--- src/rtl/jfp_pkg.sv ---
// jfp_pkg: shared types and constants for the fuse file parser
// parse states, error codes, character codes and the result record
// no dependencies
package jfp_pkg;

  localparam int unsigned FUSE_ADDR_BITS = 20;
  localparam int unsigned PIN_BITS       = 16;
  localparam int unsigned CSUM_BITS      = 16;
  localparam int unsigned OUT_ADDR_BITS  = 20;

  typedef enum logic [3:0] {
    ST_WAIT  = 4'd0,
    ST_BASE  = 4'd1,
    ST_CSUM  = 4'd2,
    ST_LADDR = 4'd3,
    ST_LBITS = 4'd4,
    ST_Q     = 4'd5,
    ST_QF    = 4'd6,
    ST_QP    = 4'd7,
    ST_SKIP  = 4'd8,
    ST_HALT  = 4'd9
  } parse_state_t;

  typedef enum logic [2:0] {
    ERR_NONE     = 3'd0,
    ERR_LADDR    = 3'd1,
    ERR_FUSE     = 3'd2,
    ERR_CSUM     = 3'd3,
    ERR_COUNT    = 3'd4,
    ERR_REPEAT   = 3'd5,
    ERR_RANGE    = 3'd6,
    ERR_OVERFLOW = 3'd7
  } err_code_t;

  localparam logic [7:0] CH_STX    = 8'h02;
  localparam logic [7:0] CH_TAB    = 8'h09;
  localparam logic [7:0] CH_LF     = 8'h0a;
  localparam logic [7:0] CH_CR     = 8'h0d;
  localparam logic [7:0] CH_SPACE  = 8'h20;
  localparam logic [7:0] CH_STAR   = 8'h2a;
  localparam logic [7:0] CH_ZERO   = 8'h30;
  localparam logic [7:0] CH_ONE    = 8'h31;
  localparam logic [7:0] CH_NINE   = 8'h39;
  localparam logic [7:0] CH_SEVEN  = 8'h37;
  localparam logic [7:0] CH_A      = 8'h41;
  localparam logic [7:0] CH_C      = 8'h43;
  localparam logic [7:0] CH_F      = 8'h46;
  localparam logic [7:0] CH_L      = 8'h4c;
  localparam logic [7:0] CH_P      = 8'h50;
  localparam logic [7:0] CH_Q      = 8'h51;
  localparam logic [7:0] UPPER_MASK = 8'h5f;

  typedef struct packed {
    logic                      fuse_write;
    logic [OUT_ADDR_BITS-1:0]  fuse_address;
    logic                      fuse_value;
    logic [OUT_ADDR_BITS-1:0]  fuse_total;
    logic [PIN_BITS-1:0]       pin_total;
    logic [CSUM_BITS-1:0]      declared_checksum;
    err_code_t                 error_code;
    logic                      halted;
  } result_t;

  typedef struct packed {
    logic       valid;
    logic [7:0] data;
  } byte_slot_t;

endpackage

--- src/rtl/jedec_fuse_file_parser_unit.sv ---
// jedec_fuse_file_parser_unit: top level of the fuse file parser
// byte input register, parse core with result register; depends on jfp_pkg,
// jfp_in_stage and jfp_core
//
// usage
//   in_*  : one text byte per transfer of the fuse file
//   out_* : exactly one result per input byte, in order
//   the parser waits for STX, then reads QF/QP counts, L fuse runs and the
//   C checksum; each in-range 0/1 in an L run gives a result with out_tuser set
// datapath and throughput
//   a transferred byte is held in the input register and decoded from it; its
//   result is captured in the result register, which drives out_*
//   one byte per cycle sustained while out_tready is high; the whole state
//   update for a byte is a single pass of logic between the two registers
// reset
//   synchronous rst_n clears the parse state, counts, checksum and error;
//   the input and result registers come up empty
// stall
//   with out_tready low the result register holds and the input register
//   takes one more byte, then in_tready drops until the result is taken
module jedec_fuse_file_parser_unit (
  input  logic        clk,
  input  logic        rst_n,
  input  logic        in_tvalid,
  output logic        in_tready,
  input  logic [7:0]  in_tdata,   // byte_req
  output logic        out_tvalid,
  input  logic        out_tready,
  output logic [79:0] out_tdata,  // fuse_address, fuse_value, fuse_total, pin_total,
                                  // declared_checksum, error_code, halted, zero fill
  output logic        out_tuser   // fuse_write
);

  jfp_pkg::byte_slot_t slot;
  jfp_pkg::result_t    res;
  logic                take;

  jfp_in_stage u_in_stage (
    .clk       (clk),
    .rst_n     (rst_n),
    .in_tvalid (in_tvalid),
    .in_tready (in_tready),
    .in_tdata  (in_tdata),
    .slot      (slot),
    .take      (take)
  );

  jfp_core u_core (
    .clk       (clk),
    .rst_n     (rst_n),
    .slot      (slot),
    .take      (take),
    .res_valid (out_tvalid),
    .res_ready (out_tready),
    .res       (res)
  );

  assign out_tuser = res.fuse_write;
  assign out_tdata = {3'd0, res.halted, res.error_code, res.declared_checksum,
                      res.pin_total, res.fuse_total, res.fuse_value, res.fuse_address};

endmodule

--- src/rtl/jfp_in_stage.sv ---
// jfp_in_stage: input register for the byte stream
// holds one byte until the parse stage takes it; depends on jfp_pkg
module jfp_in_stage (
  input  logic              clk,
  input  logic              rst_n,
  input  logic              in_tvalid,
  output logic              in_tready,
  input  logic [7:0]        in_tdata,
  output jfp_pkg::byte_slot_t slot,
  input  logic              take
);

  logic       valid_r, valid_nxt;
  logic [7:0] data_r;

  assign in_tready = !valid_r || take;
  assign valid_nxt = (in_tvalid && in_tready) || (valid_r && !take);

  always_ff @(posedge clk) begin
    if (!rst_n) begin
      valid_r <= 1'b0;
    end else begin
      valid_r <= valid_nxt;
    end
  end

  always_ff @(posedge clk) begin
    if (in_tvalid && in_tready) begin
      data_r <= in_tdata;
    end
  end

  assign slot.valid = valid_r;
  assign slot.data  = data_r;

endmodule

--- src/rtl/jfp_core.sv ---
// jfp_core: parse state, field accumulators and the result register
// one byte is decoded per cycle unless a held result blocks it; depends on jfp_pkg
module jfp_core (
  input  logic                  clk,
  input  logic                  rst_n,
  input  jfp_pkg::byte_slot_t   slot,
  output logic                  take,
  output logic                  res_valid,
  input  logic                  res_ready,
  output jfp_pkg::result_t      res
);

  localparam int unsigned AW = jfp_pkg::FUSE_ADDR_BITS;
  localparam int unsigned PW = jfp_pkg::PIN_BITS;
  localparam int unsigned CW = jfp_pkg::CSUM_BITS;

  jfp_pkg::parse_state_t state_r, state_nxt;
  jfp_pkg::err_code_t    err_r, err_nxt;
  logic [AW-1:0]         fuse_total_r, fuse_total_nxt;
  logic [AW-1:0]         fuse_ptr_r, fuse_ptr_nxt;
  logic [PW-1:0]         pin_total_r, pin_total_nxt;
  logic [CW-1:0]         csum_r, csum_nxt;
  logic                  res_valid_r;
  jfp_pkg::result_t      res_r;

  logic [7:0]    c;
  logic [7:0]    c_up;
  logic          is_ws, is_dig, is_hex_letter, is_bit, is_bit_ws;
  logic [3:0]    hex_nib;
  logic [AW+3:0] fp_dec, ft_dec;
  logic [PW+3:0] pt_dec;
  logic          fp_ovf, ft_ovf, pt_ovf, in_range;
  logic          wr;
  logic [AW-1:0] wr_addr;

  assign take = slot.valid && (!res_valid_r || res_ready);
  assign c    = slot.data;
  assign c_up = c & jfp_pkg::UPPER_MASK;

  assign is_ws  = (c == jfp_pkg::CH_SPACE) || (c >= jfp_pkg::CH_TAB && c <= jfp_pkg::CH_CR);
  assign is_dig = (c >= jfp_pkg::CH_ZERO) && (c <= jfp_pkg::CH_NINE);
  assign is_hex_letter = (c_up >= jfp_pkg::CH_A) && (c_up <= jfp_pkg::CH_F);
  assign is_bit = (c == jfp_pkg::CH_ZERO) || (c == jfp_pkg::CH_ONE);
  assign is_bit_ws = (c == jfp_pkg::CH_SPACE) || (c == jfp_pkg::CH_LF) ||
                     (c == jfp_pkg::CH_CR);
  assign hex_nib = is_dig ? c[3:0] : 4'(c_up - jfp_pkg::CH_SEVEN);

  // value * 10 + digit as two shifts and two adds
  assign fp_dec = ({4'd0, fuse_ptr_r} << 3) + ({4'd0, fuse_ptr_r} << 1) + (AW+4)'(c[3:0]);
  assign ft_dec = ({4'd0, fuse_total_r} << 3) + ({4'd0, fuse_total_r} << 1) +
                  (AW+4)'(c[3:0]);
  assign pt_dec = ({4'd0, pin_total_r} << 3) + ({4'd0, pin_total_r} << 1) +
                  (PW+4)'(c[3:0]);
  assign fp_ovf = |fp_dec[AW+3:AW];
  assign ft_ovf = |ft_dec[AW+3:AW];
  assign pt_ovf = |pt_dec[PW+3:PW];
  assign in_range = fuse_ptr_r < fuse_total_r;

  // next state and error code
  always_comb begin
    state_nxt = state_r;
    err_nxt   = err_r;
    unique case (state_r)
      jfp_pkg::ST_WAIT: begin
        if (c == jfp_pkg::CH_STX) state_nxt = jfp_pkg::ST_BASE;
      end
      jfp_pkg::ST_BASE: begin
        if (!is_ws) begin
          if (c == jfp_pkg::CH_L)      state_nxt = jfp_pkg::ST_LADDR;
          else if (c == jfp_pkg::CH_Q) state_nxt = jfp_pkg::ST_Q;
          else if (c == jfp_pkg::CH_C) state_nxt = jfp_pkg::ST_CSUM;
          else                         state_nxt = jfp_pkg::ST_SKIP;
        end
      end
      jfp_pkg::ST_CSUM: begin
        if (!is_ws) begin
          if (c == jfp_pkg::CH_STAR) begin
            state_nxt = jfp_pkg::ST_BASE;
          end else if (!is_dig && !is_hex_letter) begin
            state_nxt = jfp_pkg::ST_HALT;
            err_nxt   = jfp_pkg::ERR_CSUM;
          end
        end
      end
      jfp_pkg::ST_LADDR: begin
        if (is_dig) begin
          if (fp_ovf) begin
            state_nxt = jfp_pkg::ST_HALT;
            err_nxt   = jfp_pkg::ERR_OVERFLOW;
          end
        end else if (is_ws) begin
          state_nxt = jfp_pkg::ST_LBITS;
        end else if (c == jfp_pkg::CH_STAR) begin
          state_nxt = jfp_pkg::ST_BASE;
        end else begin
          state_nxt = jfp_pkg::ST_HALT;
          err_nxt   = jfp_pkg::ERR_LADDR;
        end
      end
      jfp_pkg::ST_LBITS: begin
        if (c == jfp_pkg::CH_STAR) begin
          state_nxt = jfp_pkg::ST_BASE;
        end else if (is_bit) begin
          if (!in_range) begin
            state_nxt = jfp_pkg::ST_HALT;
            err_nxt   = jfp_pkg::ERR_RANGE;
          end
        end else if (!is_bit_ws) begin
          state_nxt = jfp_pkg::ST_HALT;
          err_nxt   = jfp_pkg::ERR_FUSE;
        end
      end
      jfp_pkg::ST_Q: begin
        if (c == jfp_pkg::CH_F) begin
          if (fuse_total_r != '0) begin
            state_nxt = jfp_pkg::ST_HALT;
            err_nxt   = jfp_pkg::ERR_REPEAT;
          end else begin
            state_nxt = jfp_pkg::ST_QF;
          end
        end else if (c == jfp_pkg::CH_P) begin
          if (pin_total_r != '0) begin
            state_nxt = jfp_pkg::ST_HALT;
            err_nxt   = jfp_pkg::ERR_REPEAT;
          end else begin
            state_nxt = jfp_pkg::ST_QP;
          end
        end else begin
          state_nxt = jfp_pkg::ST_SKIP;
        end
      end
      jfp_pkg::ST_QF, jfp_pkg::ST_QP: begin
        if (!is_ws) begin
          if (is_dig) begin
            if ((state_r == jfp_pkg::ST_QF) ? ft_ovf : pt_ovf) begin
              state_nxt = jfp_pkg::ST_HALT;
              err_nxt   = jfp_pkg::ERR_OVERFLOW;
            end
          end else if (c == jfp_pkg::CH_STAR) begin
            state_nxt = jfp_pkg::ST_BASE;
          end else begin
            state_nxt = jfp_pkg::ST_HALT;
            err_nxt   = jfp_pkg::ERR_COUNT;
          end
        end
      end
      jfp_pkg::ST_SKIP: begin
        if (c == jfp_pkg::CH_STAR) state_nxt = jfp_pkg::ST_BASE;
      end
      jfp_pkg::ST_HALT: begin
        state_nxt = jfp_pkg::ST_HALT;
      end
      default: begin
        state_nxt = jfp_pkg::ST_HALT;
      end
    endcase
  end

  // accumulators and fuse write
  always_comb begin
    fuse_total_nxt = fuse_total_r;
    fuse_ptr_nxt   = fuse_ptr_r;
    pin_total_nxt  = pin_total_r;
    csum_nxt       = csum_r;
    wr             = 1'b0;
    wr_addr        = '0;
    unique case (state_r)
      jfp_pkg::ST_BASE: begin
        if (!is_ws && c == jfp_pkg::CH_L) fuse_ptr_nxt = '0;
        if (!is_ws && c == jfp_pkg::CH_C) csum_nxt = '0;
      end
      jfp_pkg::ST_CSUM: begin
        if (!is_ws && (is_dig || is_hex_letter)) csum_nxt = {csum_r[CW-5:0], hex_nib};
      end
      jfp_pkg::ST_LADDR: begin
        if (is_dig && !fp_ovf) fuse_ptr_nxt = fp_dec[AW-1:0];
      end
      jfp_pkg::ST_LBITS: begin
        if (is_bit && in_range) begin
          wr           = 1'b1;
          wr_addr      = fuse_ptr_r;
          fuse_ptr_nxt = fuse_ptr_r + AW'(1);
        end
      end
      jfp_pkg::ST_QF: begin
        if (is_dig && !ft_ovf) fuse_total_nxt = ft_dec[AW-1:0];
      end
      jfp_pkg::ST_QP: begin
        if (is_dig && !pt_ovf) pin_total_nxt = pt_dec[PW-1:0];
      end
      default: begin
      end
    endcase
  end

  always_ff @(posedge clk) begin
    if (!rst_n) begin
      state_r      <= jfp_pkg::ST_WAIT;
      err_r        <= jfp_pkg::ERR_NONE;
      fuse_total_r <= '0;
      fuse_ptr_r   <= '0;
      pin_total_r  <= '0;
      csum_r       <= '0;
      res_valid_r  <= 1'b0;
    end else begin
      if (take) begin
        state_r      <= state_nxt;
        err_r        <= err_nxt;
        fuse_total_r <= fuse_total_nxt;
        fuse_ptr_r   <= fuse_ptr_nxt;
        pin_total_r  <= pin_total_nxt;
        csum_r       <= csum_nxt;
      end
      if (take) begin
        res_valid_r <= 1'b1;
      end else if (res_ready) begin
        res_valid_r <= 1'b0;
      end
    end
  end

  always_ff @(posedge clk) begin
    if (take) begin
      res_r.fuse_write        <= wr;
      res_r.fuse_address      <= jfp_pkg::OUT_ADDR_BITS'(wr_addr);
      res_r.fuse_value        <= wr & c[0];
      res_r.fuse_total        <= jfp_pkg::OUT_ADDR_BITS'(fuse_total_nxt);
      res_r.pin_total         <= pin_total_nxt;
      res_r.declared_checksum <= csum_nxt;
      res_r.error_code        <= err_nxt;
      res_r.halted            <= (state_nxt == jfp_pkg::ST_HALT);
    end
  end

  assign res_valid = res_valid_r;
  assign res       = res_r;

endmodule

--- config.mk ---
export PLATFORM = sky130hd
export DESIGN_NAME = jedec_fuse_file_parser_unit
export DESIGN_NICKNAME = d
export VERILOG_FILES = /design/src/rtl/jfp_pkg.sv /design/src/rtl/jedec_fuse_file_parser_unit.sv /design/src/rtl/jfp_in_stage.sv /design/src/rtl/jfp_core.sv
export SDC_FILE = /design/constraint.sdc
export NUM_CORES = 1
export LEC_CHECK = 0
export BUFFER_PORTS_ARGS = -buffer_cell sky130_fd_sc_hd__buf_2
export CORE_MARGIN = 3
export CORE_UTILIZATION = 40
export DETAILED_ROUTE_END_ITERATION = 7
export SLEW_MARGIN = 20
export SYNTH_ARGS = -nofsm -noshare
export SYNTH_HDL_FRONTEND = slang
export SYNTH_HIERARCHICAL = 1
export SYNTH_SLANG_ARGS = --single-unit
--- constraint.sdc ---
create_clock -name clk -period 8 [get_ports clk]
set_clock_uncertainty 0.1 [all_clocks]
set_input_delay 0 -clock clk [delete_from_list [all_inputs] [get_ports clk]]
set_output_delay 0 -clock clk [all_outputs]
set_load 0.01 [all_outputs]
==> results.md <==
* Slew HR at 0.284
* Number of max-slew violations in the final report at 0
* Finished Layout Cells at 1,779
* Layout cells sized above 1 at 0.119
* Slowest-stage cell, CP: fa_1
* Top cell by count, worst path: inv_1
* Final Instance Area at between 0.01 and 0.015 mm^2
* First-pass detailed-route iteration total at 5
* Largest net degree at the start of global routing at about 70
* Final hold vios at 0
* Dpl cells at approximately 1,700
* Post-synth top flop: edfxtp_1
* Worst path max stage delay at between 0.6 and 0.7 ns
* Post-route ant nets at 0
* Kind of critical path: flop to flop
* GRT overflow at 0
* Chip Width at between 150 and 200 um
* Gate Count Post-Synth at about 1,300
* # hold bufs at CTS at 10
* Number of antenna diodes at 0
* Psw at 513 uW
* Hold Crit Class: primary input to flop
* TritonCTS clock tree: yes
* Share of flip-flops with an asynchronous set or reset at 0
* WP buf/inv at 3
* Mapped Area at approximately 0.012 mm^2
* Vias in the first global route at 9,661
* Setup repair after global routing missed its margin: false
* CTS buffer count at 17
* Layout overhead on the synthesized area at 11.8%
* Power consumption at 2020 uW
* #FFs+latches synth at ~170
* CTS sink cnt at around 170
* WL final at ~33 mm
* Gate power share at 0.106
* Die H at between 150 and 200 um
* WP data arrival at a little under 5 ns
* Mapped Avg Cell Area at roughly 9 um^2
* Global-route wire length before repair at a little over 50 mm
* Setup slack at placement at roughly 3.3 ns
* Fin crit share at 0.594
* DP HPWL at around 23 mm
* Cell Rows at 62
* Vias per std cell at ~5.8
* Tot GR Track Use at 0.204
* Final TNS setup at 0 ns
* Pint at about 1500 uW
* Initial Util at 0.412
* IO Count at 95
* Ys Warns at 6
* DR iter-0 viols at about 690
* Pleak at about 0.0057 uW
* Post-CTS Setup Repair Bufs at 0
* Endpoint class of the critical path: flop
* Final worst slack at roughly 3.3 ns
* Finish-stage setup viols at 0
* FMAX at approximately 210 MHz
* Max_cap viols at 0
* Min cycle time layout at between 4 and 5 ns
* Worst-Margin Slew at ~1.1 ns
* Post-DR wirelength/cell at around 18 um
* Die Area at between 0.03 and 0.04 mm^2
* Port bufs at 91
* CTS clk-pin slew, worst paths at 0.06 ns
* Delay-heaviest family, CP: compound AO/OA/AOI/OAI gates
* DP Area at between 0.01 and 0.015 mm^2
* # DRC at 0
* Initial antenna violation count at 0
* Clock network fraction of total power at 0.417
* CP max FO at 34
* Status: complete, no violations
* Reg power frac at 0.477
* Synth cell types at slightly above 80
* Worst-Skew Late Latency at 0.43 ns
* Fin nets at between 1,500 and 2,000
* Core area at 0.0291 mm^2
* Post-synth EDFFs at 86
* Peak VDD IR at 142 uV
* CP required at between 8 and 9 ns
* Switching part of the total at 0.255
* Critical path startpoint category: flop
* Root Buffer Master: clkbuf_16
* Number of fill cells at ~2,800
* CP Cell Sequence: inv_1 -> fa_1 -> inv_1 -> ha_1 -> a21o_1 -> a221oi_2 -> o221ai_2 -> a2111o_1 -> a32o_1 -> nor4b_4 -> buf_4 -> nand2_2 -> mux2i_1 -> nor2_1
* Sequential share of the synthesized area at 0.351
* DR vias at between 10,000 and 15,000
* H-tree levels at 4
* Maximum buffer depth of the clock tree at 2
* Gpl congestion at just under 0.9
* Power density cells at approximately 150 mW/mm^2
* CTS resizes at 0
## cell usage in the layout, fill, tap and decap left out, types with 22 or more instances in the layout
master / instances
nand3_1: 27
inv_1: 61
nor3_1: 28
a21oi_1: 108
nor2_1: 98
xnor2_1: 25
edfxtp_1: 86
o21ai_0: 67
and2_1: 22
nand2_1: 125
xor2_1: 22
buf_2: 91
o211ai_1: 31
mux2i_1: 28
dfxtp_1: 81
ha_1: 134
## flip-flops by register name, indices dropped and copies added (netlist names)
signal and cells:
u_core/csum_r 16, u_core/err_r 3, u_core/fuse_ptr_r 20, u_core/fuse_total_r 20, u_core/pin_total_r 16, u_core/res 78
u_core/res_valid 1, u_core/state_r 4, u_in_stage/data_r 8, u_in_stage/valid_r 1
## power groups by stage
stage	logic [uW]	registers [uW]	clock network (uW)
after floorplan	134	982	0
after global placement	210	980	0
after detailed placement	209	980	0
after CTS	214	962	863
after global routing	237	966	898
final	214	962	840
## worst min-delay path, stage by stage
cell	delay, ns
buf_2	0.31
inv_2	0.13
a21oi_1	0.05
## cells by family (layout without fill, tap and decap cells)
logic type,after synthesis,after routing,synth area share
simple gates,397,397,0.161
compound gates,391,391,0.220
xor+xnor,47,47,0.0344
other cells,1,3,0.000313
fa+ha+maj,140,140,0.150
flops,167,167,0.351
mux,44,44,0.0391
buf+inv,130,206,0.0437
## layout make-up
cell class,count,area (um^2),area share
multi-input cells,1022,7260,0.542
flip-flops and latches,167,4200,0.314
repair buffers,111,631,0.0471
well taps,384,480,0.0359
clock buffers,23,448,0.0334
inverters,63,239,0.0178
clock inverters,9,131,0.00981
## stage by stage
| step | utilization | hold WS (ns) |
|---|---|---|
| finish | 0.461 | 0.0258 |
| global route | 0.461 | 0.0357 |
| global placement | 0.437 | 0.0904 |
| CTS | 0.460 | 0.0127 |
| detailed placement | 0.437 | 0.0934 |
| floorplan | - | -0.00113 |
## final timing paths
| kind | to | start | slack (ns) | depth (start not counted) |
|---|---|---|---|---|
| max reg2reg | u_core/fuse_total_r[6] | u_in_stage/data_r[3] | 3.25 | 14 |
| min | u_core/res_valid | rst_n | 0.03 | 3 |
| min reg2reg | u_core/csum_r[12] | u_core/csum_r[12] | 0.36 | 2 |
| max | u_core/fuse_total_r[6] | u_in_stage/data_r[3] | 3.25 | 14 |
## synth_stat cells, types with 25 or more instances
cell / n / share of area
inv_1: 62 / 0.019
edfxtp_1: 86 / 0.22
nand3_1: 27 / 0.011
nand2_1: 126 / 0.039
ha_1: 134 / 0.14
mux2i_1: 28 / 0.023
xnor2_1: 25 / 0.018
clkbuf_1: 52 / 0.016
dfxtp_1: 81 / 0.14
a21oi_1: 108 / 0.045
nor3_1: 28 / 0.012
o211ai_1: 31 / 0.019
nor2_1: 99 / 0.031
o21ai_0: 67 / 0.028
## routing by layer
layer | wire length, um | up-vias | GRT usage
met5 | 0 | - | 0
met4 | 639 | 0 | 0.0584
met3 | 1520 | 48 | 0.0269
met2 | 14900 | 303 | 0.328
met1 | 15500 | 4846 | 0.285
li1 | - | 5058 | -
Note: power is estimated with default switching activity, not from simulation.
